## config.mk

```make
export PLATFORM = sky130hd
export DESIGN_NAME = rcmf_front
export DESIGN_NICKNAME = d
export VERILOG_FILES = /design/src/rtl/core/rcmf_pkg.sv /design/src/rtl/core/rcmf_front.sv
export SDC_FILE = /design/constraint.sdc
export NUM_CORES = 1
export LEC_CHECK = 0
export ABC_AREA = 1
export BUFFER_PORTS_ARGS = -buffer_cell sky130_fd_sc_hd__buf_2
export CORE_MARGIN = 1.5
export CORE_UTILIZATION = 40
export DETAILED_ROUTE_END_ITERATION = 8
export HOLD_SLACK_MARGIN = 0.06
export PLACE_DENSITY = 0.71
export REMOVE_ABC_BUFFERS = 1
export SYNTH_ARGS = -nofsm -noshare
export SYNTH_HDL_FRONTEND = slang
export SYNTH_SLANG_ARGS = --single-unit
```

## constraint.sdc

```tcl
create_clock -name i_clk -period 3.2 [get_ports i_clk]
set_input_delay 0.32 -clock i_clk [delete_from_list [all_inputs] [get_ports i_clk]]
set_output_delay 0.32 -clock i_clk [all_outputs]
set_load 0.05 [all_outputs]
```

## src/rtl/core/rcmf_pkg.sv

```systemverilog
// ----------------------------------------------------------------------------
// rcmf_pkg
// shared constants, command codes and types of the rotation consistency
// match filter
// ----------------------------------------------------------------------------
`default_nettype none

package rcmf_pkg;

    localparam int HIST_BINS   = 60;
    localparam int MAX_MATCHES = 1024;
    localparam int INDEX_BITS  = 12;

    localparam int OP_W    = 2;
    localparam int DIST_W  = 9;
    localparam int ANGLE_W = 15;

    localparam logic [DIST_W-1:0] DIST_RESET = DIST_W'(50);

    // one full turn in 1/64 degree
    localparam int ANGLE_FULL = 23040;
    localparam int WRAP_W     = ANGLE_W + 2;

    localparam int BIN_W   = $clog2(HIST_BINS);
    localparam int BINC_W  = $clog2(HIST_BINS + 1);
    localparam int ADDR_W  = $clog2(MAX_MATCHES);
    localparam int CNT_W   = $clog2(MAX_MATCHES + 1);
    localparam int ENTRY_W = 2 * INDEX_BITS + BIN_W;

    // bin = (d * HIST_BINS + ANGLE_FULL / 2) / ANGLE_FULL
    // ANGLE_FULL = 512 * 45: shift by 9, then reciprocal of 45
    localparam int SCALED_W = $clog2((ANGLE_FULL - 1) * HIST_BINS + ANGLE_FULL / 2 + 1);
    localparam int PRE_SH   = 9;
    localparam int DIV_REST = ANGLE_FULL / 512;
    localparam int RECIP_SH = 20;
    localparam int RECIP    = (2 ** RECIP_SH + DIV_REST - 1) / DIV_REST;
    localparam int RECIP_W  = $clog2(RECIP + 1);
    localparam int M_W      = SCALED_W - PRE_SH;
    localparam int PROD_W   = M_W + RECIP_W;

    localparam int QUEUE_DEPTH = 2;
    localparam int QPTR_W      = $clog2(QUEUE_DEPTH);
    localparam int QCNT_W      = $clog2(QUEUE_DEPTH + 1);

    localparam logic [OP_W-1:0] OP_CLEAR  = 2'd0;
    localparam logic [OP_W-1:0] OP_INSERT = 2'd1;
    localparam logic [OP_W-1:0] OP_FETCH  = 2'd2;
    localparam logic [OP_W-1:0] OP_NOP    = 2'd3;

    typedef struct packed {
        logic [OP_W-1:0]       op;
        logic [INDEX_BITS-1:0] query;
        logic [INDEX_BITS-1:0] train;
        logic [ANGLE_W-1:0]    diff;
    } t_cmd;

    typedef struct packed {
        logic empty;
        logic full;
    } t_q_status;

endpackage

`default_nettype wire

```

## src/rtl/core/rcmf_front.sv

```systemverilog
// ----------------------------------------------------------------------------
// rcmf_front
// command intake: distance limit register, drop of rejected and unused
// commands, angle difference wrapped into one turn
// ----------------------------------------------------------------------------
`default_nettype none

module rcmf_front (
    input  wire logic                              i_clk,
    input  wire logic                              i_rst_n,
    input  wire logic                              i_start,
    input  wire logic [rcmf_pkg::OP_W-1:0]         i_operation,
    input  wire logic [rcmf_pkg::INDEX_BITS-1:0]   i_query_index,
    input  wire logic [rcmf_pkg::INDEX_BITS-1:0]   i_train_index,
    input  wire logic [rcmf_pkg::DIST_W-1:0]       i_match_distance,
    input  wire logic [rcmf_pkg::ANGLE_W-1:0]      i_ref_angle,
    input  wire logic [rcmf_pkg::ANGLE_W-1:0]      i_cur_angle,
    input  wire logic                              i_cfg_valid,
    input  wire logic [rcmf_pkg::DIST_W-1:0]       i_cfg_data,
    output logic                                   o_cfg_ready,
    input  wire rcmf_pkg::t_q_status               i_q_status,
    output logic                                   o_push,
    output rcmf_pkg::t_cmd                         o_cmd
);

    localparam int WW = rcmf_pkg::WRAP_W;
    localparam logic [WW-1:0] FULL1 = WW'(rcmf_pkg::ANGLE_FULL);
    localparam logic [WW-1:0] FULL2 = WW'(2 * rcmf_pkg::ANGLE_FULL);
    localparam logic [WW-1:0] FULL3 = WW'(3 * rcmf_pkg::ANGLE_FULL);

    logic [rcmf_pkg::DIST_W-1:0] r_dist_limit;
    logic                        accept;
    logic                        keep;
    logic [WW-1:0]               raw_diff;
    logic [WW-1:0]               wrapped;

    assign o_cfg_ready = i_rst_n;

    always_ff @(posedge i_clk) begin
        if (!i_rst_n) begin
            r_dist_limit <= rcmf_pkg::DIST_RESET;
        end else if (i_cfg_valid) begin
            r_dist_limit <= i_cfg_data;
        end
    end

    assign accept = i_start && !i_q_status.full && i_rst_n;

    always_comb begin
        unique case (i_operation)
            rcmf_pkg::OP_CLEAR:  keep = 1'b1;
            rcmf_pkg::OP_INSERT: keep = (i_match_distance <= r_dist_limit);
            rcmf_pkg::OP_FETCH:  keep = 1'b1;
            default:             keep = 1'b0;
        endcase
    end

    // ref - cur plus two turns, always positive, below four turns
    assign raw_diff = {2'b00, i_ref_angle} + FULL2 - {2'b00, i_cur_angle};

    always_comb begin
        if (raw_diff >= FULL3) begin
            wrapped = raw_diff - FULL3;
        end else if (raw_diff >= FULL2) begin
            wrapped = raw_diff - FULL2;
        end else if (raw_diff >= FULL1) begin
            wrapped = raw_diff - FULL1;
        end else begin
            wrapped = raw_diff;
        end
    end

    assign o_push      = accept && keep;
    assign o_cmd.op    = i_operation;
    assign o_cmd.query = i_query_index;
    assign o_cmd.train = i_train_index;
    assign o_cmd.diff  = wrapped[rcmf_pkg::ANGLE_W-1:0];

endmodule

`default_nettype wire

```

==> impl_metrics.env <==
export IMPL_peakVddDrop_v=0.0003631
export IMPL_slowest_delay_ns=0.35
export IMPL_drt_wirelength_per_cell_um=12.46
export IMPL_synth_enable_flop_cells=0
export IMPL_largest_register_ffs=9
export IMPL_hold_path_startpoint="i_cfg_data[4]"
export IMPL_r2r_cells=2
export IMPL_rrSetupSlack_ns=2.58
export IMPL_p_clk_share_pct=8.0
export IMPL_crit_buf_inv=3
export IMPL_cp_common_cell="nand2_2"
export IMPL_yosys_area_top_type="ha_1"
export IMPL_finalHoldViolCount=0
export IMPL_slowest_stage="fa_2"
export IMPL_clock_sinks=9
export IMPL_worst_pin_slew_ns=0.3327
export IMPL_synthArstFlopShare_pct=0
export IMPL_die_x_um=81.42
export IMPL_final_common_cell="nand2_1"
export IMPL_p_int_uw=757.1
export IMPL_drtAntennaViolNets=0
export IMPL_path_clk_slew_ns=0.04
export IMPL_min_period_over_period_pct=96.94
export IMPL_cpLargestDelayFamily="simple AND/OR/NAND/NOR gates"
export IMPL_start_kind="input port"
export IMPL_grt_max_degree=12
export IMPL_r2r_end="r_dist_limit[0]$_SDFFE_PN0P_"
export IMPL_setup_violations=0
export IMPL_cts_tree="built"
export IMPL_ctsLongestPathBuffers=2
export IMPL_power_uw=1643
export IMPL_layout_common_cells="86 x nand2_1, 70 x inv_1, 67 x buf_2"
export IMPL_grt_usage_pct=19.78
export IMPL_timing_rr_start="r_dist_limit[0]$_SDFFE_PN0P_"
export IMPL_synth_top_flop_cell="dfxtp_1"
export IMPL_pwr_share_comb_pct=84.6
export IMPL_fin_area_mm2=0.003593
export IMPL_cp_max_fo=5
export IMPL_core_area_mm2=0.005921
export IMPL_cap_violations=0
export IMPL_p_leak_uw=0.001950
export IMPL_path_cells="buf_2 > ha_4 > ha_4 > fa_2 > nand2_2 > nand2_4 > nand3_2 > nand2_2 > nand2_2 > nand2_2 > nand2_2 > nand2_4 > nand3_4 > nand3_4 > o21ai_4 > buf_4 > a21oi_1 > a21oi_1 > buf_4"
export IMPL_slew_headroom_pct=77.65
export IMPL_vias=2859
export IMPL_vias_per_cell=4.929
export IMPL_finalSetupTns_ns=0
export IMPL_synth_cells=413
export IMPL_drt_pass1_iter_count=4
export IMPL_min_period_ns=3.102
export IMPL_antenna_found_initial=0
export IMPL_power_density_mw_per_mm2=457.3
export IMPL_hpwl_mm=5.583
export IMPL_rsz0062_at_grt="yes"
export IMPL_yosysWarnings=0
export IMPL_grt_pass1_vias=2503
export IMPL_rows=28
export IMPL_yosys_register_bits=9
export IMPL_hold_depth=3
export IMPL_setup_worst_path_class="in2out"
export IMPL_hold_buffers=0
export IMPL_cp_arrival_ns=2.78
export IMPL_cp_depth=19
export IMPL_holdCritPathClass="in2reg"
export IMPL_ys_top_cells_by_area="ha_1 20%, nand2_1 16%, inv_1 11%, buf_4 8.2%, dfxtp_1 7.3%"
export IMPL_syn_avg_cell_area_um2=5.956
export IMPL_cts_buffers_inserted=3
export IMPL_endpoint="o_cmd[14]"
export IMPL_yosys_area_top_type_share_pct=19.84
export IMPL_yosysSeqAreaShare_pct=7.325
export IMPL_ioPinCount=123
export IMPL_dr_first_iter_drc_count=109
export IMPL_slew_viol_final=0
export IMPL_clk_insertion_delay_late_ns=0.23
export IMPL_worst_ep_required_time_ns=2.88
export IMPL_finalNetCount=626
export IMPL_port_buffers=73
export IMPL_root_buffer="clkbuf_8"
export IMPL_skew_ns=0
export IMPL_largest_register="r_dist_limit"
export IMPL_drive_above_1_share_pct=43.56
export IMPL_overflow=0
export IMPL_top_regs="r_dist_limit: 9 flops"
export IMPL_diodes=0
export IMPL_initial_core_util_pct=41.55
export IMPL_max_freq_mhz=322.3
export IMPL_outcome="finished clean"
export IMPL_synthToLayoutAreaGrowth_pct=46.08
export IMPL_syn_area_mm2=0.002460
export IMPL_drc_errors=0
export IMPL_fill_cells=532
export IMPL_seq_power_share_pct=7.5
export IMPL_dpl_cell_area_mm2=0.003005
export IMPL_die_area_mm2=0.006629
export IMPL_wl_mm=7.227
export IMPL_fp_dieH_um=81.42
export IMPL_gp_congestion=0.8921
export IMPL_worstSetupEndpointType="output pin"
export IMPL_htree_levels=1
export IMPL_grt_pass1_wl_mm=10.43
export IMPL_synthDistinctLibCells=30
export IMPL_p_sw_share_pct=53.92
export IMPL_cp_startpoint="i_ref_angle[1]"
export IMPL_p_sw_uw=886.1
==> what timing repair did <==
item / CTS / global route
endpoints found under the hold margin: 0 / 0
pin swaps: 10 / 18
setup endpoints to repair: 6 / 6
setup buffers: 1 / 3
gates resized for setup: 21 / 80
==> layout make-up <==
cell class | count | area (µm²) | area share, %
clock buffers | 4 | 45.04 | 1.253
repair buffers | 116 | 721.9 | 20.09
flip-flops and latches | 9 | 180.2 | 5.014
well taps | 75 | 93.84 | 2.611
multi-input cells | 298 | 2252 | 62.67
inverters | 78 | 300.3 | 8.357
==> Yosys cell counts, types with 2 or more instances <==
cell type	instances
nand2_1	105
inv_1	72
ha_1	39
nand3_1	30
a21oi_1	29
nor2_1	28
buf_4	27
o21ai_0	15
nand2_2	13
dfxtp_1	9
nand3_2	7
inv_2	6
nand4_1	5
xor2_1	5
nand3b_1	4
a21oi_2	3
nor2_2	2
nor3_1	2
==> cells by family after synthesis <==
family                   count (synthesis)  synth area share, %
adder cells (fa/ha/maj)                 40                20.65
AO/OA/AOI/OAI                           53                12.67
flip-flops                               9                7.324
XOR/XNOR                                 6                2.136
AND/OR/NAND/NOR                        199                36.93
buffers and inverters                  106                20.29
==> worst min path at each step <==
stage                                         endpoint
after floorplan           r_dist_limit[1]$_SDFFE_PN1P_
after global placement    r_dist_limit[8]$_SDFFE_PN0P_
after detailed placement  r_dist_limit[6]$_SDFFE_PN0P_
after CTS                 r_dist_limit[4]$_SDFFE_PN1P_
after global routing      r_dist_limit[4]$_SDFFE_PN1P_
final                     r_dist_limit[4]$_SDFFE_PN1P_
==> power groups by stage <==
stage                     Clock [µW]  Sequential (µW)  Combinational (µW)
final                            131              123                1390
after global routing             140              123                1510
after CTS                        135              123                1190
after detailed placement           0              125                1130
after global placement             0              124                1120
after floorplan                    0              124                 785
==> worst min-delay path, stage by stage <==
cell	delay [ns]
buf_2	0.07
a21oi_1	0.05
o21ai_0	0.06
==> metrics by stage <==
stage | util, % | hold WS (ns) | worst slack [ns] | cells
global route | 60.69 | 0.3338 | -0.06251 | 580
floorplan | - | 0.4310 | -0.6858 | 385
CTS | 53.09 | 0.3071 | 0.005139 | 577
finish | 60.69 | 0.3069 | 0.09777 | 580
global placement | 50.76 | 0.4468 | -0.1750 | 572
detailed placement | 50.76 | 0.4540 | -0.2212 | 572
==> routing by layer <==
| metal | wire (µm) | up-vias | GRT usage [%] |
|---|---|---|---|
| li1 | - | 1472 | - |
| met1 | 3243 | 1271 | 25.81 |
| met2 | 3407 | 102 | 31.74 |
| met3 | 482 | 14 | 6.000 |
| met4 | 93 | 0 | 3.621 |
| met5 | 0 | - | 5.000 |
No activity file was read; power rests on OpenSTA's default activity.
