$ cat config.mk
export PLATFORM = sky130hd
export DESIGN_NAME = rcmf_queue
export DESIGN_NICKNAME = d
export VERILOG_FILES = /design/src/rtl/core/rcmf_pkg.sv /design/src/rtl/core/rcmf_queue.sv
export SDC_FILE = /design/constraint.sdc
export NUM_CORES = 1
export LEC_CHECK = 0
export ABC_AREA = 1
export BUFFER_PORTS_ARGS = -buffer_cell sky130_fd_sc_hd__buf_2
export CAP_MARGIN = 20
export CELL_PAD_IN_SITES_DETAIL_PLACEMENT = 0
export CELL_PAD_IN_SITES_GLOBAL_PLACEMENT = 1
export CORE_UTILIZATION = 40
export DETAILED_ROUTE_END_ITERATION = 16
export GPL_ROUTABILITY_DRIVEN = 0
export PLACE_DENSITY_LB_ADDON = 0.12
export SKIP_CTS_REPAIR_TIMING = 1
export SYNTH_ARGS = -nofsm -noshare
export SYNTH_HDL_FRONTEND = slang
export SYNTH_SLANG_ARGS = --single-unit
$ cat constraint.sdc
create_clock -name i_clk -period 2.72 [get_ports i_clk]
set_clock_uncertainty 0.1 [all_clocks]
set_input_delay 0.408 -clock i_clk [delete_from_list [all_inputs] [get_ports i_clk]]
set_output_delay 0.408 -clock i_clk [all_outputs]
set_load 0.005 [all_outputs]
$ cat src/rtl/core/rcmf_pkg.sv
// ----------------------------------------------------------------------------
// rcmf_pkg
// shared constants, command codes and types of the rotation consistency
// match filter
// ----------------------------------------------------------------------------
`default_nettype none

package rcmf_pkg;

    localparam int HIST_BINS   = 60;
    localparam int MAX_MATCHES = 1024;
    localparam int INDEX_BITS  = 12;

    localparam int OP_W    = 2;
    localparam int DIST_W  = 9;
    localparam int ANGLE_W = 15;

    localparam logic [DIST_W-1:0] DIST_RESET = DIST_W'(50);

    // one full turn in 1/64 degree
    localparam int ANGLE_FULL = 23040;
    localparam int WRAP_W     = ANGLE_W + 2;

    localparam int BIN_W   = $clog2(HIST_BINS);
    localparam int BINC_W  = $clog2(HIST_BINS + 1);
    localparam int ADDR_W  = $clog2(MAX_MATCHES);
    localparam int CNT_W   = $clog2(MAX_MATCHES + 1);
    localparam int ENTRY_W = 2 * INDEX_BITS + BIN_W;

    // bin = (d * HIST_BINS + ANGLE_FULL / 2) / ANGLE_FULL
    // ANGLE_FULL = 512 * 45: shift by 9, then reciprocal of 45
    localparam int SCALED_W = $clog2((ANGLE_FULL - 1) * HIST_BINS + ANGLE_FULL / 2 + 1);
    localparam int PRE_SH   = 9;
    localparam int DIV_REST = ANGLE_FULL / 512;
    localparam int RECIP_SH = 20;
    localparam int RECIP    = (2 ** RECIP_SH + DIV_REST - 1) / DIV_REST;
    localparam int RECIP_W  = $clog2(RECIP + 1);
    localparam int M_W      = SCALED_W - PRE_SH;
    localparam int PROD_W   = M_W + RECIP_W;

    localparam int QUEUE_DEPTH = 2;
    localparam int QPTR_W      = $clog2(QUEUE_DEPTH);
    localparam int QCNT_W      = $clog2(QUEUE_DEPTH + 1);

    localparam logic [OP_W-1:0] OP_CLEAR  = 2'd0;
    localparam logic [OP_W-1:0] OP_INSERT = 2'd1;
    localparam logic [OP_W-1:0] OP_FETCH  = 2'd2;
    localparam logic [OP_W-1:0] OP_NOP    = 2'd3;

    typedef struct packed {
        logic [OP_W-1:0]       op;
        logic [INDEX_BITS-1:0] query;
        logic [INDEX_BITS-1:0] train;
        logic [ANGLE_W-1:0]    diff;
    } t_cmd;

    typedef struct packed {
        logic empty;
        logic full;
    } t_q_status;

endpackage

`default_nettype wire

$ cat src/rtl/core/rcmf_queue.sv
// ----------------------------------------------------------------------------
// rcmf_queue
// short command queue between intake and execution
// ----------------------------------------------------------------------------
`default_nettype none

module rcmf_queue (
    input  wire logic            i_clk,
    input  wire logic            i_rst_n,
    input  wire logic            i_push,
    input  wire rcmf_pkg::t_cmd  i_cmd,
    input  wire logic            i_pop,
    output rcmf_pkg::t_cmd       o_head,
    output rcmf_pkg::t_q_status  o_status
);

    localparam int PW = rcmf_pkg::QPTR_W;
    localparam int CW = rcmf_pkg::QCNT_W;

    rcmf_pkg::t_cmd r_slot [rcmf_pkg::QUEUE_DEPTH];
    logic [PW-1:0]  r_wptr;
    logic [PW-1:0]  r_rptr;
    logic [CW-1:0]  r_count;
    logic           do_push;
    logic           do_pop;

    assign o_status.empty = (r_count == '0);
    assign o_status.full  = (r_count == CW'(rcmf_pkg::QUEUE_DEPTH));
    assign do_push        = i_push && !o_status.full;
    assign do_pop         = i_pop && !o_status.empty;
    assign o_head         = r_slot[r_rptr];

    always_ff @(posedge i_clk) begin
        if (do_push) begin
            r_slot[r_wptr] <= i_cmd;
        end
    end

    always_ff @(posedge i_clk) begin
        if (!i_rst_n) begin
            r_wptr  <= '0;
            r_rptr  <= '0;
            r_count <= '0;
        end else begin
            if (do_push) begin
                r_wptr <= r_wptr + PW'(1);
            end
            if (do_pop) begin
                r_rptr <= r_rptr + PW'(1);
            end
            if (do_push && !do_pop) begin
                r_count <= r_count + CW'(1);
            end else if (do_pop && !do_push) begin
                r_count <= r_count - CW'(1);
            end
        end
    end

endmodule

`default_nettype wire

==> reports/summary.txt, run 1 <==
Ports = 88
kind of critical path = register to output pin
Congestion Overflow GR = 0
Worst-Skew Late Latency = 0.34 ns
CP bufs+invs = 2
Mapped Area = 3410 µm²
initial detailed-routing violation count = 38
RSZ-0062 raised after global routing = no
DRC = 0
H-tree depth = 3
Clock Pin Slew Worst Setup and Hold Paths = 0.08 ns
largest cells by area after synthesis = edfxtp_1 (72%), mux2_4 (18%), dfxtp_1 (2.9%), buf_12 (2.3%), nor2_1 (1.2%)
CP max FO = 10
dominant synthesized flop cell = edfxtp_1
syn nets = 212
CP Launch Type = register
Slew Limit Fails = 0
Synth Instances = 166
Slew @ Worst Pin = 0.558 ns
CTS Sinks = 87
placed inst area = 3980 µm²
1st-pass router iterations = 4
final setup vio count = 0
post-synthesis sequential area ratio = 0.751
Vias = 1701
WHS = 0.149 ns
initial antenna violation count = 0
Avg Synthesized Cell Area = 20.5 µm²
# port buffers = 87
maximum VDD drop = 0.415 mV
clock buffer count from CTS = 9
hold violation count in the final report = 0
antenna-violating nets left = 0
total wire length = 5.19 mm
chip width = 94.3 µm
Initial Utilization = 0.415
Die Ht = 94.3 µm
gr usage total = 0.123
Max-slew headroom = 0.627
number of global-route vias before repair = 1600
Period minus WS final = 2.14 ns
Max stage delay on crit path = 0.53 ns
detailed-route wire length per cell = 13.8 µm
area delta synth->final = 23.6%
Critical Path RT = 2.21 ns
top cell type's share of synthesized area = 0.722
leakage power = 0.00169 µW
Cell variety after synth = 15
final HPWL from detailed placement = 3.56 mm
area leader, netlist = edfxtp_1
Max-cap violations = 0
Clock Root Buffer = clkbuf_8
Final Util = 0.513
worst slack, placed = 0.911 ns
yosys synthesis warning count = 0
CP cell instances = buf_4 > mux2_2 > buf_2
hold crit path type = input pin to register
fmax = 0.468 GHz
top-count cell post-synth = edfxtp_1
Cell Pwr Density = 879 nW/µm²
fin crit share = 0.786
setup ws final = 0.583 ns
Die Area = 8900 µm²
critical path's top delay family = flip-flops
setup total negative slack = 0 ns
largest net degree at the start of global routing = 22
core area = 8220 µm²
CP Capture Type = output pin
first-pass GRT wire length = 7.82 mm
top post-synthesis cells by count = edfxtp_1 (82), mux2_4 (40), nor2_1 (11)
number of diodes = 0
layout cells sized above 1 = 0.565
result of the run = finished clean
Final Net Count = 312
clk buf depth = 2
# rows = 33
Slowest cell on crit path = dfxtp_2
share of flip-flops with an asynchronous set or reset = 0
CTS tree = yes
Critical Path AT = 1.63 ns
design area = 4220 µm²
#FFs+latches synth = 87
Post-synth EDFFs = 82
vias per cell = 4.52
[cell families after synthesis]
| logic type | after synthesis | synth area share |
|---|---|---|
| AO/OA/AOI/OAI | 4 | 0.00697 |
| flip-flops | 87 | 0.751 |
| adder cells (fa/ha/maj) | 1 | 0.00367 |
| buffers and inverters | 14 | 0.0367 |
| AND/OR/NAND/NOR | 19 | 0.0220 |
| multiplexers | 41 | 0.179 |
[final cells by class]
class / count / area [µm²]
fillers: 703 / 4000
flip-flops and latches: 87 / 2560
multi-input cells: 65 / 738
repair buffers: 94 / 513
well taps: 105 / 131
clock buffers: 10 / 128
clock inverters: 6 / 109
inverters: 9 / 33.8
[metal layers]
metal  vias to the layer above  GRT usage  wire length [µm]
li1                        821          -                 -
met1                       825      0.154              2290
met2                        47      0.194              2550
met3                         8     0.0338               251
met4                         0     0.0654                95
met5                         -          0                 0
[flip-flops by register name, summed over array words and instances, names as in the netlist, named ones only]
signal and flops:
r_rptr 1, r_count 2, r_slot 82, r_wptr 1
[cells in the final DEF, fill, tap and decap left out, types with 2 or more instances in the layout]
cell type   count
mux2_4         40
inv_1           9
nand2_1         6
buf_12          2
clkinvlp_4      2
clkbuf_8        9
edfxtp_1       82
buf_4           5
buf_2          87
nor2_4          2
dfxtp_1         4
nor2_1          9
bufinv_16       3
o21ai_0         2
[through the flow]
stage,cells,total power (µW)
6_report,376,3710
4_1_cts,376,3770
2_1_floorplan,166,2440
3_3_place_gp,360,2730
5_1_grt,376,3900
3_5_place_dp,360,2740
[path summary, 6_finish.rpt]
| path | start | slack (ns) | endpoint | depth (start not counted) |
|---|---|---|---|---|
| min | i_cmd[4] | 0.15 | r_slot[0][4] | 1 |
| max reg2reg | r_count[0] | 1.04 | r_slot[0][24] | 3 |
| max | register | 0.58 | o_head[18] | 3 |
| min reg2reg | r_rptr | 0.42 | r_rptr | 2 |
[power breakdown]
group	internal, µW	switching, µW
logic	509	406
clock network	607	416
registers	1690	75.7
total	2810	898
Power figures use the tool's default switching activity.
==> run 2: changes to the inputs <==
Clock period 2.72 ns to 1.9 ns, I/O delays scaled along.
==> reports/summary.txt, run 2 (synthesized netlist as in run 1, its figures left out) <==
GR peak layer = met2 (unchanged)
Worst-Skew Late Latency = 0.33 ns (was 0.34 ns)
antenna-violating nets left = 0 (unchanged)
Ports = 88 (unchanged)
Final Net Count = 312 (unchanged)
Critical Path AT = 1.42 ns (was 1.63 ns)
Filler cells = 713 (was 703)
met2 Track Usage GR = 0.193 (was 0.194)
Congestion Overflow GR = 0 (unchanged)
largest net degree at the start of global routing = 22 (unchanged)
area delta synth->final = 22.9% (was 23.6%)
first-pass GRT wire length = 7.83 mm (was 7.82 mm)
hold violation count in the final report = 0 (unchanged)
number of global-route vias before repair = 1582 (was 1600)
total wire length = 5.20 mm (was 5.19 mm)
Cell Pwr Density = 1240 nW/µm² (was 879 nW/µm²)
maximum VDD drop = 0.519 mV (was 0.415 mV)
Sw Pwr = 1290 µW (was 898 µW)
register share of total power = 0.485 (was 0.477)
commonest non-fill, non-tap cell in the layout = buf_2 (unchanged)
Period minus WS final = 1.81 ns
hold crit path type = input pin to register (unchanged)
Max-slew headroom = 0.789 (was 0.627)
fin crit share = 0.951
CP max FO = 21 (was 10)
clk buf depth = 2 (unchanged)
design area = 4190 µm² (was 4220 µm²)
core area = 8220 µm² (unchanged)
combinational share of power = 0.257 (was 0.247)
number of diodes = 0 (unchanged)
initial detailed-routing violation count = 44 (was 38)
Critical Path RT = 1.51 ns (was 2.21 ns)
Clock Root Buffer = clkbuf_8 (unchanged)
vias per cell = 4.52 (about the same)
placed inst area = 3980 µm² (unchanged)
clock buffer count from CTS = 9 (unchanged)
max FFs per register = 82 (unchanged)
# port buffers = 87 (unchanged)
CTS tree = yes (unchanged)
largest reg by FF count = r_slot (unchanged)
DRC = 0 (unchanged)
met1 Usage GRT = 0.156 (was 0.154)
Clock Pin Slew Worst Setup and Hold Paths = 0.08 ns (about the same)
kind of critical path = register to output pin (unchanged)
clock share of power = 0.258 (was 0.276)
gr usage total = 0.122 (was 0.123)
Die Area = 8900 µm² (unchanged)
Slew @ Worst Pin = 0.316 ns (was 0.558 ns)
Net Sw Frac = 0.250 (was 0.242)
r2r setup slk = 0.27 ns (was 1.04 ns)
leakage power = 0.00168 µW (was 0.00169 µW)
Max-cap violations = 0 (unchanged)
detailed-route wire length per cell = 13.9 µm (was 13.8 µm)
P_int = 3880 µW (was 2810 µW)
CP Launch Type = register (unchanged)
Slew Limit Fails = 0 (unchanged)
# rows = 33 (unchanged)
met3 usage = 0.0298 (was 0.0338)
layout cells sized above 1 = 0.567 (was 0.565)
WHS = 0.0322 ns (was 0.149 ns)
chip width = 94.3 µm (unchanged)
fmax = 0.554 GHz
CTS Sinks = 87 (unchanged)
Vias = 1695 (was 1701)
Die Ht = 94.3 µm (unchanged)
result of the run = finished clean (unchanged)
most frequent cells in the layout = buf_2 (87), edfxtp_1 (82), mux2_4 (40) (unchanged)
RSZ-0062 raised after global routing = no (unchanged)
1st-pass router iterations = 3 (was 4)
CP Capture Type = output pin (unchanged)
H-tree depth = 3 (unchanged)
final HPWL from detailed placement = 3.46 mm (was 3.56 mm)
initial antenna violation count = 0 (unchanged)
biggest regs = r_slot: 82 flops, r_count: 2 flops (unchanged)
final setup vio count = 0 (unchanged)
Initial Utilization = 0.415 (unchanged)
## run 2: changes by cell type in the layout (fill, tap and decap cells not counted), sizes merged
cell	delta
bufinv	-1
clkbuf	-1
clkinv	+3
clkinvlp	-2
## run 2: layout make-up
cell class	count	area (µm²)	area share
Sequential cell	87	2560	0.612
Timing Repair Buffer	94	513	0.122
Clock buffer	9	124	0.0296
Inverter	9	33.8	0.00806
Tap cell	105	131	0.0314
Multi-Input combinational cell	65	738	0.176
Clock inverter	6	86.3	0.0206
## run 2: critical path, cell delays in order (launching register included)
cell,delay (ns)
dfxtp_2,0.39
buf_12,0.21
mux2_2,0.35
buf_2,0.12
## run 2: path summary, 6_finish.rpt
check / startpoint / endpoint / cells past startpoint
worst max-delay path: register / o_head[18] / 3
worst min-delay path: i_cmd[14] / r_slot[1][14] / 1
worst max register to register: r_count[1] / r_count[1] / 9
worst min register to register: r_rptr / register / 2
## run 2: power groups by stage
stage	clock, µW	sequential [µW]	combinational (µW)
after global routing	1450	2530	1470
after global placement	0	2540	1370
after detailed placement	0	2560	1360
after floorplan	0	2530	950
after CTS	1380	2510	1370
final	1340	2510	1330
## run 2: routing by layer
layer | vias to the layer above | routed length [µm]
li1 | 822 | -
met1 | 817 | 2290
met2 | 51 | 2570
met3 | 5 | 264
met4 | 0 | 71
met5 | - | 0
## run 2: through the flow
step | utilization | setup TNS (ns) | setup WS, ns | instances | total power, µW
detailed placement | 0.484 | 0 | 0.287 | 360 | 3920
finish | 0.510 | 0 | 0.0935 | 375 | 5180
CTS | 0.510 | 0 | 0.0533 | 375 | 5260
floorplan | - | -13.65 | -0.166 | 166 | 3480
global placement | 0.484 | 0 | 0.317 | 360 | 3910
global route | 0.510 | 0 | 0.0244 | 375 | 5460
